===== src/design/json_string_escaper_defines.svh =====
// Assertion macros for the JSON string escaper.
// Included by the top level; no other dependencies.
`ifndef JSON_STRING_ESCAPER_DEFINES_SVH
`define JSON_STRING_ESCAPER_DEFINES_SVH
`ifndef SYNTHESIS
`define JSE_ASSERT_IMPL(label, clk, rst, cond, cons) \
  label: assert property (@(posedge clk) disable iff (rst) (cond) |-> (cons)) \
    else $error("assertion failed: label");
`define JSE_ASSERT_NEXT(label, clk, rst, cond, cons) \
  label: assert property (@(posedge clk) disable iff (rst) (cond) |=> (cons)) \
    else $error("assertion failed: label");
`else
`define JSE_ASSERT_IMPL(label, clk, rst, cond, cons)
`define JSE_ASSERT_NEXT(label, clk, rst, cond, cons)
`endif
`endif


===== src/design/jse_pkg.sv =====
// Shared types, character constants and lookup functions for the JSON
// string escaper. No dependencies.
package jse_pkg;

  localparam int unsigned IdxW = 3;
  localparam int unsigned CntW = 4;

  localparam logic [7:0] CH_QUOTE  = 8'h22;
  localparam logic [7:0] CH_BSLASH = 8'h5C;
  localparam logic [7:0] CH_U      = 8'h75;
  localparam logic [7:0] CH_ZERO   = 8'h30;
  localparam logic [7:0] CTL_LIMIT = 8'd32;

  typedef struct packed {
    logic [7:0] in_byte;
    logic       has_byte;
    logic       string_first;
    logic       string_last;
  } item_t;

  typedef struct packed {
    logic [7:0] out_char;
    logic       run_last;
    logic       text_end;
  } res_t;

  function automatic logic [7:0] hex_digit(input logic [3:0] n);
    if (n < 4'd10) begin
      return 8'h30 + {4'h0, n};
    end
    return 8'h37 + {4'h0, n};
  endfunction

  // escape letter for bytes with a two-character form, zero otherwise
  function automatic logic [7:0] short_code(input logic [7:0] b);
    case (b)
      8'h22:   return 8'h22;
      8'h5C:   return 8'h5C;
      8'h08:   return 8'h62;
      8'h0C:   return 8'h66;
      8'h0A:   return 8'h6E;
      8'h0D:   return 8'h72;
      8'h09:   return 8'h74;
      default: return 8'h00;
    endcase
  endfunction

endpackage


===== src/design/jse_expand.sv =====
// Expansion of one held item into its escaped byte sequence.
// Selects the byte at a given position and reports the sequence length; uses jse_pkg.
module jse_expand (
  input  jse_pkg::item_t              item,
  input  logic [jse_pkg::IdxW-1:0]    idx,
  output jse_pkg::res_t               res,
  output logic [jse_pkg::CntW-1:0]    cnt
);

  logic [7:0]               sc;
  logic                     is_ctl;
  logic [2:0]               body_len;
  logic [jse_pkg::IdxW-1:0] j;
  logic [7:0]               body_char;

  always_comb begin
    sc       = jse_pkg::short_code(item.in_byte);
    is_ctl   = item.in_byte < jse_pkg::CTL_LIMIT;
    if (!item.has_byte) begin
      body_len = 3'd0;
    end else if (sc != 8'h00) begin
      body_len = 3'd2;
    end else if (is_ctl) begin
      body_len = 3'd6;
    end else begin
      body_len = 3'd1;
    end
    cnt = {3'b000, item.string_first} + {1'b0, body_len} + {3'b000, item.string_last};
    j   = idx - {2'b00, item.string_first};

    if (sc != 8'h00) begin
      body_char = (j == 3'd0) ? jse_pkg::CH_BSLASH : sc;
    end else if (is_ctl) begin
      case (j)
        3'd0:    body_char = jse_pkg::CH_BSLASH;
        3'd1:    body_char = jse_pkg::CH_U;
        3'd2:    body_char = jse_pkg::CH_ZERO;
        3'd3:    body_char = jse_pkg::CH_ZERO;
        3'd4:    body_char = jse_pkg::hex_digit(item.in_byte[7:4]);
        default: body_char = jse_pkg::hex_digit(item.in_byte[3:0]);
      endcase
    end else begin
      body_char = item.in_byte;
    end

    if (item.string_first && idx == 3'd0) begin
      res.out_char = jse_pkg::CH_QUOTE;
    end else if (j < body_len) begin
      res.out_char = body_char;
    end else begin
      res.out_char = jse_pkg::CH_QUOTE;
    end
    res.run_last = ({1'b0, idx} == cnt - 4'd1);
    res.text_end = item.string_last && res.run_last;
  end

endmodule


===== src/design/jse_out_reg.sv =====
// Output register stage: holds one result word until the sink takes it.
// Uses jse_pkg.
module jse_out_reg (
  input  logic          clk,
  input  logic          rst,
  input  logic          load_valid,
  output logic          load_ready,
  input  jse_pkg::res_t load_res,
  output logic          valid,
  input  logic          ready,
  output jse_pkg::res_t res
);

  assign load_ready = !valid || ready;

  always_ff @(posedge clk) begin
    if (rst) begin
      valid <= 1'b0;
    end else if (load_ready) begin
      valid <= load_valid;
    end
    if (load_ready && load_valid) begin
      res <= load_res;
    end
  end

endmodule


===== src/design/json_string_escaper.sv =====
// JSON string escaper top level: item hold register, expansion, output register.
// An item gives 0 to 8 bytes, one per cycle while the sink keeps m_axis_tready high.
// The first byte of an accepted item passes the hold register and expansion into the output register.
// A new item is taken only as the held item loads its last byte, or at once if it gives no bytes.
// Reset (rst, synchronous) empties the hold and output registers.
// Depends on jse_pkg, jse_expand, jse_out_reg and json_string_escaper_defines.svh.
`include "json_string_escaper_defines.svh"

module json_string_escaper (
  input  logic       clk,
  input  logic       rst,
  input  logic       s_axis_tvalid,
  output logic       s_axis_tready,
  input  logic [7:0] s_axis_tdata,  // [7:0] in_byte
  input  logic [1:0] s_axis_tuser,  // [0] has_byte, [1] string_first
  input  logic       s_axis_tlast,  // string_last
  output logic       m_axis_tvalid,
  input  logic       m_axis_tready,
  output logic [7:0] m_axis_tdata,  // [7:0] out_char
  output logic [0:0] m_axis_tuser,  // [0] text_end
  output logic       m_axis_tlast   // run_last
);

  logic                       hold_valid;
  jse_pkg::item_t             hold_item;
  logic [jse_pkg::IdxW-1:0]   idx;
  jse_pkg::res_t              exp_res;
  logic [jse_pkg::CntW-1:0]   cnt;
  logic                       load_ready;
  logic                       load_valid;
  logic                       hold_step;
  logic                       hold_done;
  logic                       in_accept;
  jse_pkg::res_t              out_res;

  jse_expand u_expand (
    .item (hold_item),
    .idx  (idx),
    .res  (exp_res),
    .cnt  (cnt)
  );

  assign load_valid    = hold_valid && (cnt != 4'd0);
  assign hold_step     = hold_valid && ((cnt == 4'd0) || load_ready);
  assign hold_done     = hold_step && ((cnt == 4'd0) || exp_res.run_last);
  assign s_axis_tready = !hold_valid || hold_done;
  assign in_accept     = s_axis_tvalid && s_axis_tready;

  always_ff @(posedge clk) begin
    if (rst) begin
      hold_valid <= 1'b0;
      idx        <= '0;
    end else if (in_accept) begin
      hold_valid <= 1'b1;
      idx        <= '0;
    end else if (hold_done) begin
      hold_valid <= 1'b0;
      idx        <= '0;
    end else if (hold_step) begin
      idx <= idx + 3'd1;
    end
    if (in_accept) begin
      hold_item.in_byte      <= s_axis_tdata;
      hold_item.has_byte     <= s_axis_tuser[0];
      hold_item.string_first <= s_axis_tuser[1];
      hold_item.string_last  <= s_axis_tlast;
    end
  end

  jse_out_reg u_out_reg (
    .clk        (clk),
    .rst        (rst),
    .load_valid (load_valid),
    .load_ready (load_ready),
    .load_res   (exp_res),
    .valid      (m_axis_tvalid),
    .ready      (m_axis_tready),
    .res        (out_res)
  );

  assign m_axis_tdata    = out_res.out_char;
  assign m_axis_tlast    = out_res.run_last;
  assign m_axis_tuser[0] = out_res.text_end;

  `JSE_ASSERT_IMPL(a_end_is_quote, clk, rst, m_axis_tvalid && m_axis_tuser[0],
                   m_axis_tlast && (m_axis_tdata == jse_pkg::CH_QUOTE))
  `JSE_ASSERT_IMPL(a_accept_busy, clk, rst, in_accept && hold_valid, hold_done)
  `JSE_ASSERT_IMPL(a_idx_range, clk, rst, hold_valid && (cnt != 4'd0), ({1'b0, idx} < cnt))
  `JSE_ASSERT_NEXT(a_hold_keeps, clk, rst, hold_valid && !hold_done,
                   hold_valid && $stable(hold_item))

endmodule

===== config.mk =====
export PLATFORM = sky130hd
export DESIGN_NAME = json_string_escaper
export DESIGN_NICKNAME = d
export VERILOG_FILES = /design/src/design/jse_pkg.sv /design/src/design/jse_expand.sv /design/src/design/jse_out_reg.sv /design/src/design/json_string_escaper.sv
export VERILOG_INCLUDE_DIRS = /design/src /design/src/design
export SDC_FILE = /design/constraint.sdc
export NUM_CORES = 1
export LEC_CHECK = 0
export BUFFER_PORTS_ARGS = -buffer_cell sky130_fd_sc_hd__buf_2
export CAP_MARGIN = 20
export CORE_UTILIZATION = 45
export CTS_CLUSTER_DIAMETER = 100
export DETAILED_ROUTE_END_ITERATION = 8
export PLACE_DENSITY = 0.76
export SKIP_CTS_REPAIR_TIMING = 1
export SYNTH_ARGS = -nofsm -noshare
export SYNTH_HDL_FRONTEND = slang
export SYNTH_SLANG_ARGS = --single-unit

===== constraint.sdc =====
create_clock -name clk -period 5.7 [get_ports clk]
set_input_delay 0.855 -clock clk [delete_from_list [all_inputs] [get_ports clk]]
set_output_delay 0.855 -clock clk [all_outputs]
set_load 0.05 [all_outputs]

==> impl_metrics.json, run 1 <==
{
  "arrival_ns": 4.56,
  "dieArea_um2": 4527,
  "synthCells": 188,
  "synth_mux_area_share_pct": 1.044,
  "fin_skew_ns": 0.003360,
  "yosys_warnings": 0,
  "place_ws_ns": 0.5593,
  "finalMaxSlewViolations": 0,
  "slowest_stage": "or4b_2",
  "synthesis.nets": 221,
  "worstPathCellList": "inv_1 -> ha_1 -> nand2_1 -> or4b_2 -> nand3_1 -> nor2_1 -> nand2_1 -> fa_1 -> inv_1 -> ha_1 -> inv_1 -> ha_1 -> xor2_1 -> a311oi_2 -> a2111oi_4 -> a21o_4 -> clkbuf_4",
  "grt_max_degree": 15,
  "dp_hpwl_mm": 2.783,
  "rrSetupSlack_ns": 1.02,
  "final.setup.tns_ns": 0,
  "synth_adder_area_share_pct": 12.13,
  "crit_family": "simple AND/OR/NAND/NOR gates",
  "cp-end-kind": "primary output",
  "vias_per_cell": 5.583,
  "netlist-cell-type-count": 50,
  "path_clk_slew_ns": 0.09,
  "synth_top_family_by_area": "compound AO/OA/AOI/OAI gates",
  "synth_top_area_share_pct": 32.88,
  "io_pins": 27,
  "drive_gt1_share_pct": 21.96,
  "cts_tree": "done",
  "die_h_um": 67.29,
  "cpPeakStageDelay_ns": 0.66,
  "yosysSeqAreaShare_pct": 38.10,
  "rows": 23,
  "vias": 1474,
  "busiest_layer": "met2",
  "crit_type": "flip-flop to primary output",
  "max_cap_viol_count": 0,
  "status": "finished, final reports clean",
  "place.gp.congestion": 0.8951,
  "drc": 0,
  "use_met2_pct": 26.63,
  "syn2layout_area_growth_pct": 11.61,
  "p_leak_nw": 0.8434,
  "routed_wl_mm": 3.555,
  "clock_sinks": 26,
  "path_depth": 17,
  "clockBufferDepth": 2,
  "path_max_fanout": 6,
  "synth-edff-count": 21,
  "finalHoldViolations": 0,
  "globalRoute.totalOverflow": 0,
  "setup_ws_ns": 0.2865,
  "core_area_um2": 4058,
  "fin_nets": 248,
  "postRouteAntennaNets": 0,
  "cts_buffers": 3,
  "synthSimpleGateAreaFrac_pct": 17.87,
  "max_freq_mhz": 184.7,
  "grtUsageMet1_pct": 22.74,
  "reg2reg_depth": 17,
  "synth-seq-cells": 26,
  "p_per_area_nw_per_um2": 279.2,
  "drt_iter0_drc": 61,
  "clock_latency_ns": 0.27,
  "grt_pass1_vias": 1277,
  "final.period_utilization_pct": 94.97,
  "slew_headroom_pct": 48.41,
  "synth.most_common_cell": "edfxtp_1",
  "ys.flop_type": "edfxtp_1",
  "critPathRequiredTime_ns": 4.85,
  "start_util_pct": 47.27,
  "rsz0062_at_grt": "false",
  "first_pass_iters": 4,
  "antenna_found_initial": 0,
  "hp-class": "flip-flop to flip-flop",
  "ir_drop_mv": 0.1690,
  "final_core_utilization_pct": 52.76,
  "setup_viol_count_final": 0,
  "port_buffers": 26,
  "fin_crit_ns": 5.414,
  "cts_root_buf": "clkbuf_8",
  "synth_compound_area_share_pct": 23.16,
  "min_path_cells": 2,
  "met3_usage_pct": 3.547,
  "yosysTopAreaCell": "edfxtp_1",
  "netlist_top_cells_area": "edfxtp_1, ha_1, dfxtp_1",
  "grt_pass1_wl_mm": 5.733,
  "avgSynthCellArea_um2": 10.20,
  "worst_pin_slew_ns": 0.7723,
  "worst-path-buf-inv": 4,
  "diodes": 0,
  "wl_per_cell_um": 13.47,
  "die_w_um": 67.29,
  "ys_async_sr_fraction_pct": 0,
  "power_mw": 0.5977,
  "gr-usage-all-layers_pct": 17.05,
  "h-tree-depth": 1,
  "crit_path_start_kind": "flip-flop",
  "synthXorXnorAreaFrac_pct": 2.740,
  "hold_ws_ns": 0.5957,
  "synth_common_cells": "edfxtp_1, ha_1, inv_1, nand2_1, a21oi_1",
  "synth_area_um2": 1918
}
[logic make-up (layout without fill, tap and decap cells)]
logic type,Yosys count,in the layout
and+or+nand+nor,60,60
xor gates and xnor gates,6,6
adders and majority gates,18,18
DFF,26,26
buffers and inverters,22,48
AOI/OAI and AO/OA,54,54
muxes,2,2
[per-layer routing]
metal  vias to the layer above  routed length (um)
met4                         0                  64
met2                        49                1606
li1                        750                   -
met1                       669                1656
met3                         6                 228
met5                         -                   0
[flip-flops by register name (all words and copies together) (netlist names)]
| signal | cells |
|---|---|
| hold_item | 11 |
| hold_valid | 1 |
| u_out_reg.valid | 1 |
| idx | 3 |
| u_out_reg.res | 10 |
[power breakdown]
group	switching, mW	leakage [nW]	internal [mW]	total, mW
logic	0.154	0.581	0.0863	0.241
clock network	0.0571	0.0231	0.0483	0.105
registers	0.0180	0.240	0.234	0.252
[cell usage in the layout, fill, tap and decap left out, types with 3 or more instances in the layout]
master / count
clkbuf_8: 3
nand2_1: 17
a21oi_1: 13
dfxtp_1: 5
o211ai_1: 3
a211oi_1: 8
buf_2: 25
inv_1: 17
nor2b_1: 5
ha_1: 17
nand3_1: 6
edfxtp_1: 21
xnor2_1: 4
nor2_1: 10
o21ai_0: 11
[stage by stage]
step / instances / area [um2]
2_1_floorplan: 188 / 1918
6_report: 264 / 2141
4_1_cts: 264 / 2132
3_3_place_gp: 260 / 2087
5_1_grt: 264 / 2141
3_5_place_dp: 260 / 2087
[cell type report]
class                           count  area [um2]
Sequential cell                    26       730.7
Fill cell                         358        1917
Multi-Input combinational cell    140        1099
Clock inverter                      1       3.754
Inverter                           17       63.81
Timing Repair Buffer               27       140.1
Clock buffer                        3       41.29
Tap cell                           50       62.56
[worst register-to-register path, stage by stage, from the launching register on]
cell       delay, ns
edfxtp_1        0.47
inv_1           0.16
ha_1            0.26
nand2_1         0.07
or4b_2          0.66
nand3_1         0.13
nor2_1          0.04
nand2_1         0.09
fa_1            0.27
inv_1           0.07
ha_1            0.29
inv_1           0.08
ha_1            0.16
xor2_1          0.44
a311oi_2        0.20
a2111oi_4       0.45
a21o_4          0.21
and2_2          0.31
[final timing paths]
path | from | endpoint
max | hold_item[4] | s_axis_tready
min | idx[1] | idx[1]
max reg2reg | hold_item[4] | hold_item[2]
min reg2reg | idx[1] | idx[1]
(Power assumes the default switching activity.)
==> run 2: changes to the inputs <==
--- a/config.mk
+++ b/config.mk
@@ -11,7 +11,7 @@
 export CORE_UTILIZATION = 45
 export CTS_CLUSTER_DIAMETER = 100
 export DETAILED_ROUTE_END_ITERATION = 8
-export PLACE_DENSITY = 0.76
+export PLACE_DENSITY = 0.79
 export SKIP_CTS_REPAIR_TIMING = 1
 export SYNTH_ARGS = -nofsm -noshare
 export SYNTH_HDL_FRONTEND = slang
==> constraint.sdc (replaced) <==
create_clock -name clk -period 4.4 [get_ports clk]
set_input_delay 0.66 -clock clk [delete_from_list [all_inputs] [get_ports clk]]
set_output_delay 0.66 -clock clk [all_outputs]
set_load 0.05 [all_outputs]
==> impl_metrics.json, run 2 (same netlist as run 1, synthesis figures left out) <==
{
  "path_clk_slew_ns": 0.09,
  "die_w_um": 67.29,
  "drc": 0,
  "clock_sinks": 26,
  "clockBufferDepth": 2,
  "syn2layout_area_growth_pct": 22.37,
  "diodes": 0,
  "nFillCells": 327,
  "crit_family": "simple AND/OR/NAND/NOR gates",
  "cpPeakStageDelay_ns": 0.53,
  "finalMaxSlewViolations": 0,
  "io_pins": 27,
  "grt_pass1_vias": 1440,
  "top_register": "hold_item",
  "die_h_um": 67.29,
  "fin_nets": 264,
  "vias": 1605,
  "path_max_fanout": 4,
  "cp-end-kind": "primary output",
  "ir_drop_mv": 0.1706,
  "intPower_mw": 0.5199,
  "h-tree-depth": 1,
  "final_cell_mix": "buf_2, edfxtp_1, buf_4",
  "crit_type": "flip-flop to primary output",
  "power.switching_mw": 0.3325,
  "fin_crit_ns": 4.559,
  "crit_path_start_kind": "flip-flop",
  "dieArea_um2": 4527,
  "worst_pin_slew_ns": 0.8027,
  "routed_wl_mm": 4.174,
  "place_ws_ns": 0.02867,
  "slowest_stage": "or4b_4",
  "rows": 23,
  "port_buffers": 26,
  "globalRoute.totalOverflow": 0,
  "finalHoldViolations": 0,
  "violations": "setup timing",
  "drt_iter0_drc": 84,
  "min_path_cells": 1,
  "p_leak_nw": 0.9321,
  "arrival_ns": 3.90,
  "clock_latency_ns": 0.29,
  "final.period_utilization_pct": 103.6,
  "vias_per_cell": 5.732,
  "reg2reg_depth": 19,
  "cts_tree": "done",
  "max_freq_mhz": 219.3,
  "start_util_pct": 47.27,
  "hp-class": "primary input to flip-flop",
  "swShare_pct": 39.00,
  "p_comb_share_pct": 45.5,
  "slew_headroom_pct": 46.37,
  "crit_top_cell": "ha_4",
  "grt_max_degree": 15,
  "max_cap_viol_count": 0,
  "final_common_cell": "buf_2",
  "largest_reg_flops": 11,
  "core_area_um2": 4058,
  "worst-path-buf-inv": 4,
  "power_mw": 0.8524,
  "worstPathCellList": "inv_2 -> ha_4 -> nand2_2 -> or4b_4 -> nand3_2 -> nor2_1 -> nand2_1 -> fa_2 -> inv_2 -> ha_4 -> inv_4 -> ha_4 -> xor2_4 -> nor4b_2 -> a311oi_2 -> a2111oi_4 -> a21o_4 -> buf_8",
  "rsz0062_at_grt": "true",
  "postRouteAntennaNets": 0,
  "drive_gt1_share_pct": 33.04,
  "final.setup.tns_ns": -0.1594,
  "wl_per_cell_um": 14.91,
  "dp_hpwl_mm": 3.159,
  "top_regs": "hold_item: 11 flops, u_out_reg.res: 10 flops, idx: 3 flops",
  "critPathRequiredTime_ns": 3.74,
  "p_per_area_nw_per_um2": 363.1,
  "grt_pass1_wl_mm": 6.492,
  "setup_ws_ns": -0.1594,
  "setup_viol_count_final": 1,
  "antenna_found_initial": 0,
  "cts_buffers": 3,
  "path_depth": 18,
  "p_seq_share_pct": 37.2,
  "clkPwrFrac_pct": 17.3,
  "gr-usage-all-layers_pct": 19.86,
  "place.gp.congestion": 0.9611,
  "first_pass_iters": 4,
  "cts_root_buf": "clkbuf_8",
  "status": "finished, violations left",
  "fin_skew_ns": 0.003379
}
run 2: changes by cell type in the layout (fill, tap and decap cells not counted), sizes merged:
cell,change
clkbuf,-1
buf,+17
run 2: path summary, 6_finish.rpt:
path,startpoint,end,slack [ns]
max,hold_item[4],s_axis_tready,-0.16
min,s_axis_tuser[0],hold_item[2],0.54
max reg2reg,hold_item[4],hold_item[4],0.26
min reg2reg,u_out_reg.valid,u_out_reg.valid,0.60
run 2: power by group through the flow:
stage / Sequential [mW] / Clock, mW / Combinational (mW)
after floorplan: 0.365 / 0 / 0.222
after global placement: 0.321 / 0 / 0.337
after detailed placement: 0.323 / 0 / 0.344
after CTS: 0.317 / 0.148 / 0.346
after global routing: 0.321 / 0.157 / 0.421
final: 0.317 / 0.147 / 0.388
run 2: stage by stage:
stage	utilization [%]	std cells	hold WS [ns]	area, um2
final	57.85	280	0.5387	2347
after global routing	57.85	280	0.5337	2347
after CTS	55.50	275	0.5393	2252
after detailed placement	54.39	271	0.5944	2207
after global placement	54.39	271	0.5861	2207
after floorplan	-	188	0.5378	1958
run 2: area by class of cell:
class / instances / area (um2) / share of cell area [%]
clock buffers: 3 / 41.29 / 1.759
clock inverters: 1 / 3.754 / 0.1599
inverters: 17 / 66.31 / 2.825
multi-input cells: 140 / 1175 / 50.05
flip-flops and latches: 26 / 730.7 / 31.13
well taps: 50 / 62.56 / 2.665
repair buffers: 43 / 267.8 / 11.41
run 2: routing by layer:
metal / GRT usage (%) / up-vias / part of all wire (%)
met3: 4.223 / 9 / 6.0
met2: 31.37 / 63 / 48
met1: 25.11 / 745 / 44
met4: 10.90 / 0 / 2.8
li1: - / 788 / -
met5: 0 / - / 0
==> run 3: changes to the inputs <==
--- a/config.mk
+++ b/config.mk
@@ -9,7 +9,9 @@
 export BUFFER_PORTS_ARGS = -buffer_cell sky130_fd_sc_hd__buf_2
 export CAP_MARGIN = 20
 export CORE_UTILIZATION = 45
+export CTS_BUF_LIST = sky130_fd_sc_hd__clkbuf_2
 export CTS_CLUSTER_DIAMETER = 100
+export CTS_CLUSTER_SIZE = 12
 export DETAILED_ROUTE_END_ITERATION = 8
 export PLACE_DENSITY = 0.79
 export SKIP_CTS_REPAIR_TIMING = 1
==> impl_metrics.json, run 3 (same netlist as run 1, synthesis figures left out) <==
{
  "cts_tree": "done",
  "antenna_found_initial": 0,
  "drive_gt1_share_pct": 33.04,
  "vias": 1599,
  "die_w_um": 67.29,
  "grt_max_degree": 15,
  "dieArea_um2": 4527,
  "first_pass_iters": 4,
  "max_freq_mhz": 213.8,
  "io_pins": 27,
  "die_h_um": 67.29,
  "vias_per_cell": 5.711,
  "crit_path_start_kind": "flip-flop",
  "syn2layout_area_growth_pct": 21.00,
  "cpPeakStageDelay_ns": 0.53,
  "p_per_area_nw_per_um2": 344.4,
  "finalMaxSlewViolations": 0,
  "cts_buffers": 3,
  "crit_top_cell": "ha_4",
  "setup_viol_count_final": 1,
  "globalRoute.totalOverflow": 0,
  "final.setup.tns_ns": -0.2770,
  "place_area_um2": 2207,
  "drc": 0,
  "arrival_ns": 4.02,
  "fin_skew_ns": 0.004901,
  "min_to": "hold_item[9]",
  "worstPathCellList": "inv_2 -> ha_4 -> nand2_2 -> or4b_4 -> nand3_2 -> nor2_1 -> nand2_1 -> fa_2 -> inv_2 -> ha_4 -> inv_4 -> ha_4 -> xor2_4 -> nor4b_2 -> a311oi_2 -> a2111oi_4 -> a21o_4 -> buf_8",
  "power_mw": 0.7993,
  "fin_nets": 264,
  "routed_wl_mm": 4.099,
  "r2r_end": "hold_item[2]",
  "port_buffers": 26,
  "final_cell_area_um2": 2321,
  "fin_crit_ns": 4.677,
  "violations": "setup timing",
  "crit_type": "flip-flop to primary output",
  "reg2reg_depth": 19,
  "start_util_pct": 47.27,
  "postRouteAntennaNets": 0,
  "rrSetupSlack_ns": 0.25,
  "cts_root_buf": "clkbuf_2",
  "hp-class": "primary input to flip-flop",
  "status": "finished, violations left",
  "min-delay-start": "s_axis_tdata[6]",
  "path_clk_slew_ns": 0.26,
  "clock_sinks": 26,
  "diodes": 0,
  "slowest_stage": "or4b_4",
  "swShare_pct": 40.40,
  "intPower_mw": 0.4764,
  "h-tree-depth": 1,
  "p_comb_share_pct": 48.5,
  "core_area_um2": 4058,
  "slew_headroom_pct": 46.42,
  "rsz0062_at_grt": "true",
  "wl_per_cell_um": 14.64,
  "clkPwrFrac_pct": 11.9,
  "clock_latency_ns": 0.36,
  "critPathRequiredTime_ns": 3.74,
  "max_cap_viol_count": 0,
  "timing.rr.start": "hold_item[4]",
  "finalHoldViolations": 0,
  "final_common_cell": "buf_2",
  "ir_drop_mv": 0.1332,
  "grt_pass1_wl_mm": 6.458,
  "gr-usage-all-layers_pct": 19.25,
  "grt_pass1_vias": 1419,
  "setup_ws_ns": -0.2770,
  "top_regs": "hold_item: 11 flops, u_out_reg.res: 10 flops, idx: 3 flops",
  "cp-end-kind": "primary output",
  "p_leak_nw": 0.9230,
  "p_seq_share_pct": 39.7,
  "power.switching_mw": 0.3229,
  "path_max_fanout": 4,
  "rows": 23,
  "largest_reg_flops": 11,
  "clockBufferDepth": 2,
  "dp_hpwl_mm": 3.159,
  "drt_iter0_drc": 91,
  "final.period_utilization_pct": 106.3,
  "top_register": "hold_item",
  "place.gp.congestion": 0.9611,
  "worst_pin_slew_ns": 0.8020,
  "final_cell_mix": "buf_2, edfxtp_1, buf_4",
  "min_path_cells": 1
}
## run 3: changes by cell type in the layout (fill, tap and decap cells not counted)
cell      change
clkbuf_2      +3
clkbuf_8      -3
## run 3: layer usage
layer | GRT usage, % | routed length [um] | vias up
li1 | - | - | 789
met1 | 25.74 | 1824 | 742
met2 | 31.25 | 1985 | 62
met3 | 3.716 | 238 | 6
met4 | 5.851 | 50 | 0
met5 | 0 | 0 | -
## run 3: per-stage QoR
stage / utilization, % / hold slack [ns] / cells / worst slack (ns)
after floorplan: - / 0.5378 / 188 / 0.1388
after global placement: 54.39 / 0.5861 / 271 / 0.1620
after detailed placement: 54.39 / 0.5944 / 271 / 0.02867
after CTS: 54.86 / 0.4338 / 275 / -0.4184
after global routing: 57.20 / 0.4019 / 280 / -0.5092
final: 57.20 / 0.4476 / 280 / -0.2770
## run 3: final cells by class
cell class | instances | area [um2]
inverters | 17 | 66.31
multi-input cells | 140 | 1175
repair buffers | 43 | 267.8
clock inverters | 1 | 3.754
flip-flops and latches | 26 | 730.7
fillers | 331 | 1737
well taps | 50 | 62.56
clock buffers | 3 | 15.01
## run 3: how the worst max path moves through the flow
stage	startpoint	endpoint	slack, ns	depth (start not counted)
2_1_floorplan	hold_item[4]	s_axis_tready	0.14	17
3_3_place_gp	hold_item[3]	s_axis_tready	0.16	18
3_5_place_dp	hold_item[3]	s_axis_tready	0.03	18
4_1_cts	hold_item[3]	s_axis_tready	-0.42	18
5_1_grt	hold_item[4]	s_axis_tready	-0.51	18
6_report	hold_item[4]	s_axis_tready	-0.28	18
## run 3: power groups by stage
| stage | sequential [mW] | clock [mW] | combinational, mW |
|---|---|---|---|
| floorplan | 0.365 | 0 | 0.222 |
| global placement | 0.321 | 0 | 0.337 |
| detailed placement | 0.323 | 0 | 0.344 |
| CTS | 0.317 | 0.0982 | 0.346 |
| global route | 0.321 | 0.108 | 0.420 |
| finish | 0.317 | 0.0947 | 0.387 |
## run 3: worst max-delay path, delay by kind of cell, from the launching register on
family,cells,cell delay (ns)
xor+xnor,1,0.16
flops,1,0.50
compound gates,3,0.70
fa+ha+maj,4,0.81
buf+inv,4,0.36
simple gates,6,1.13
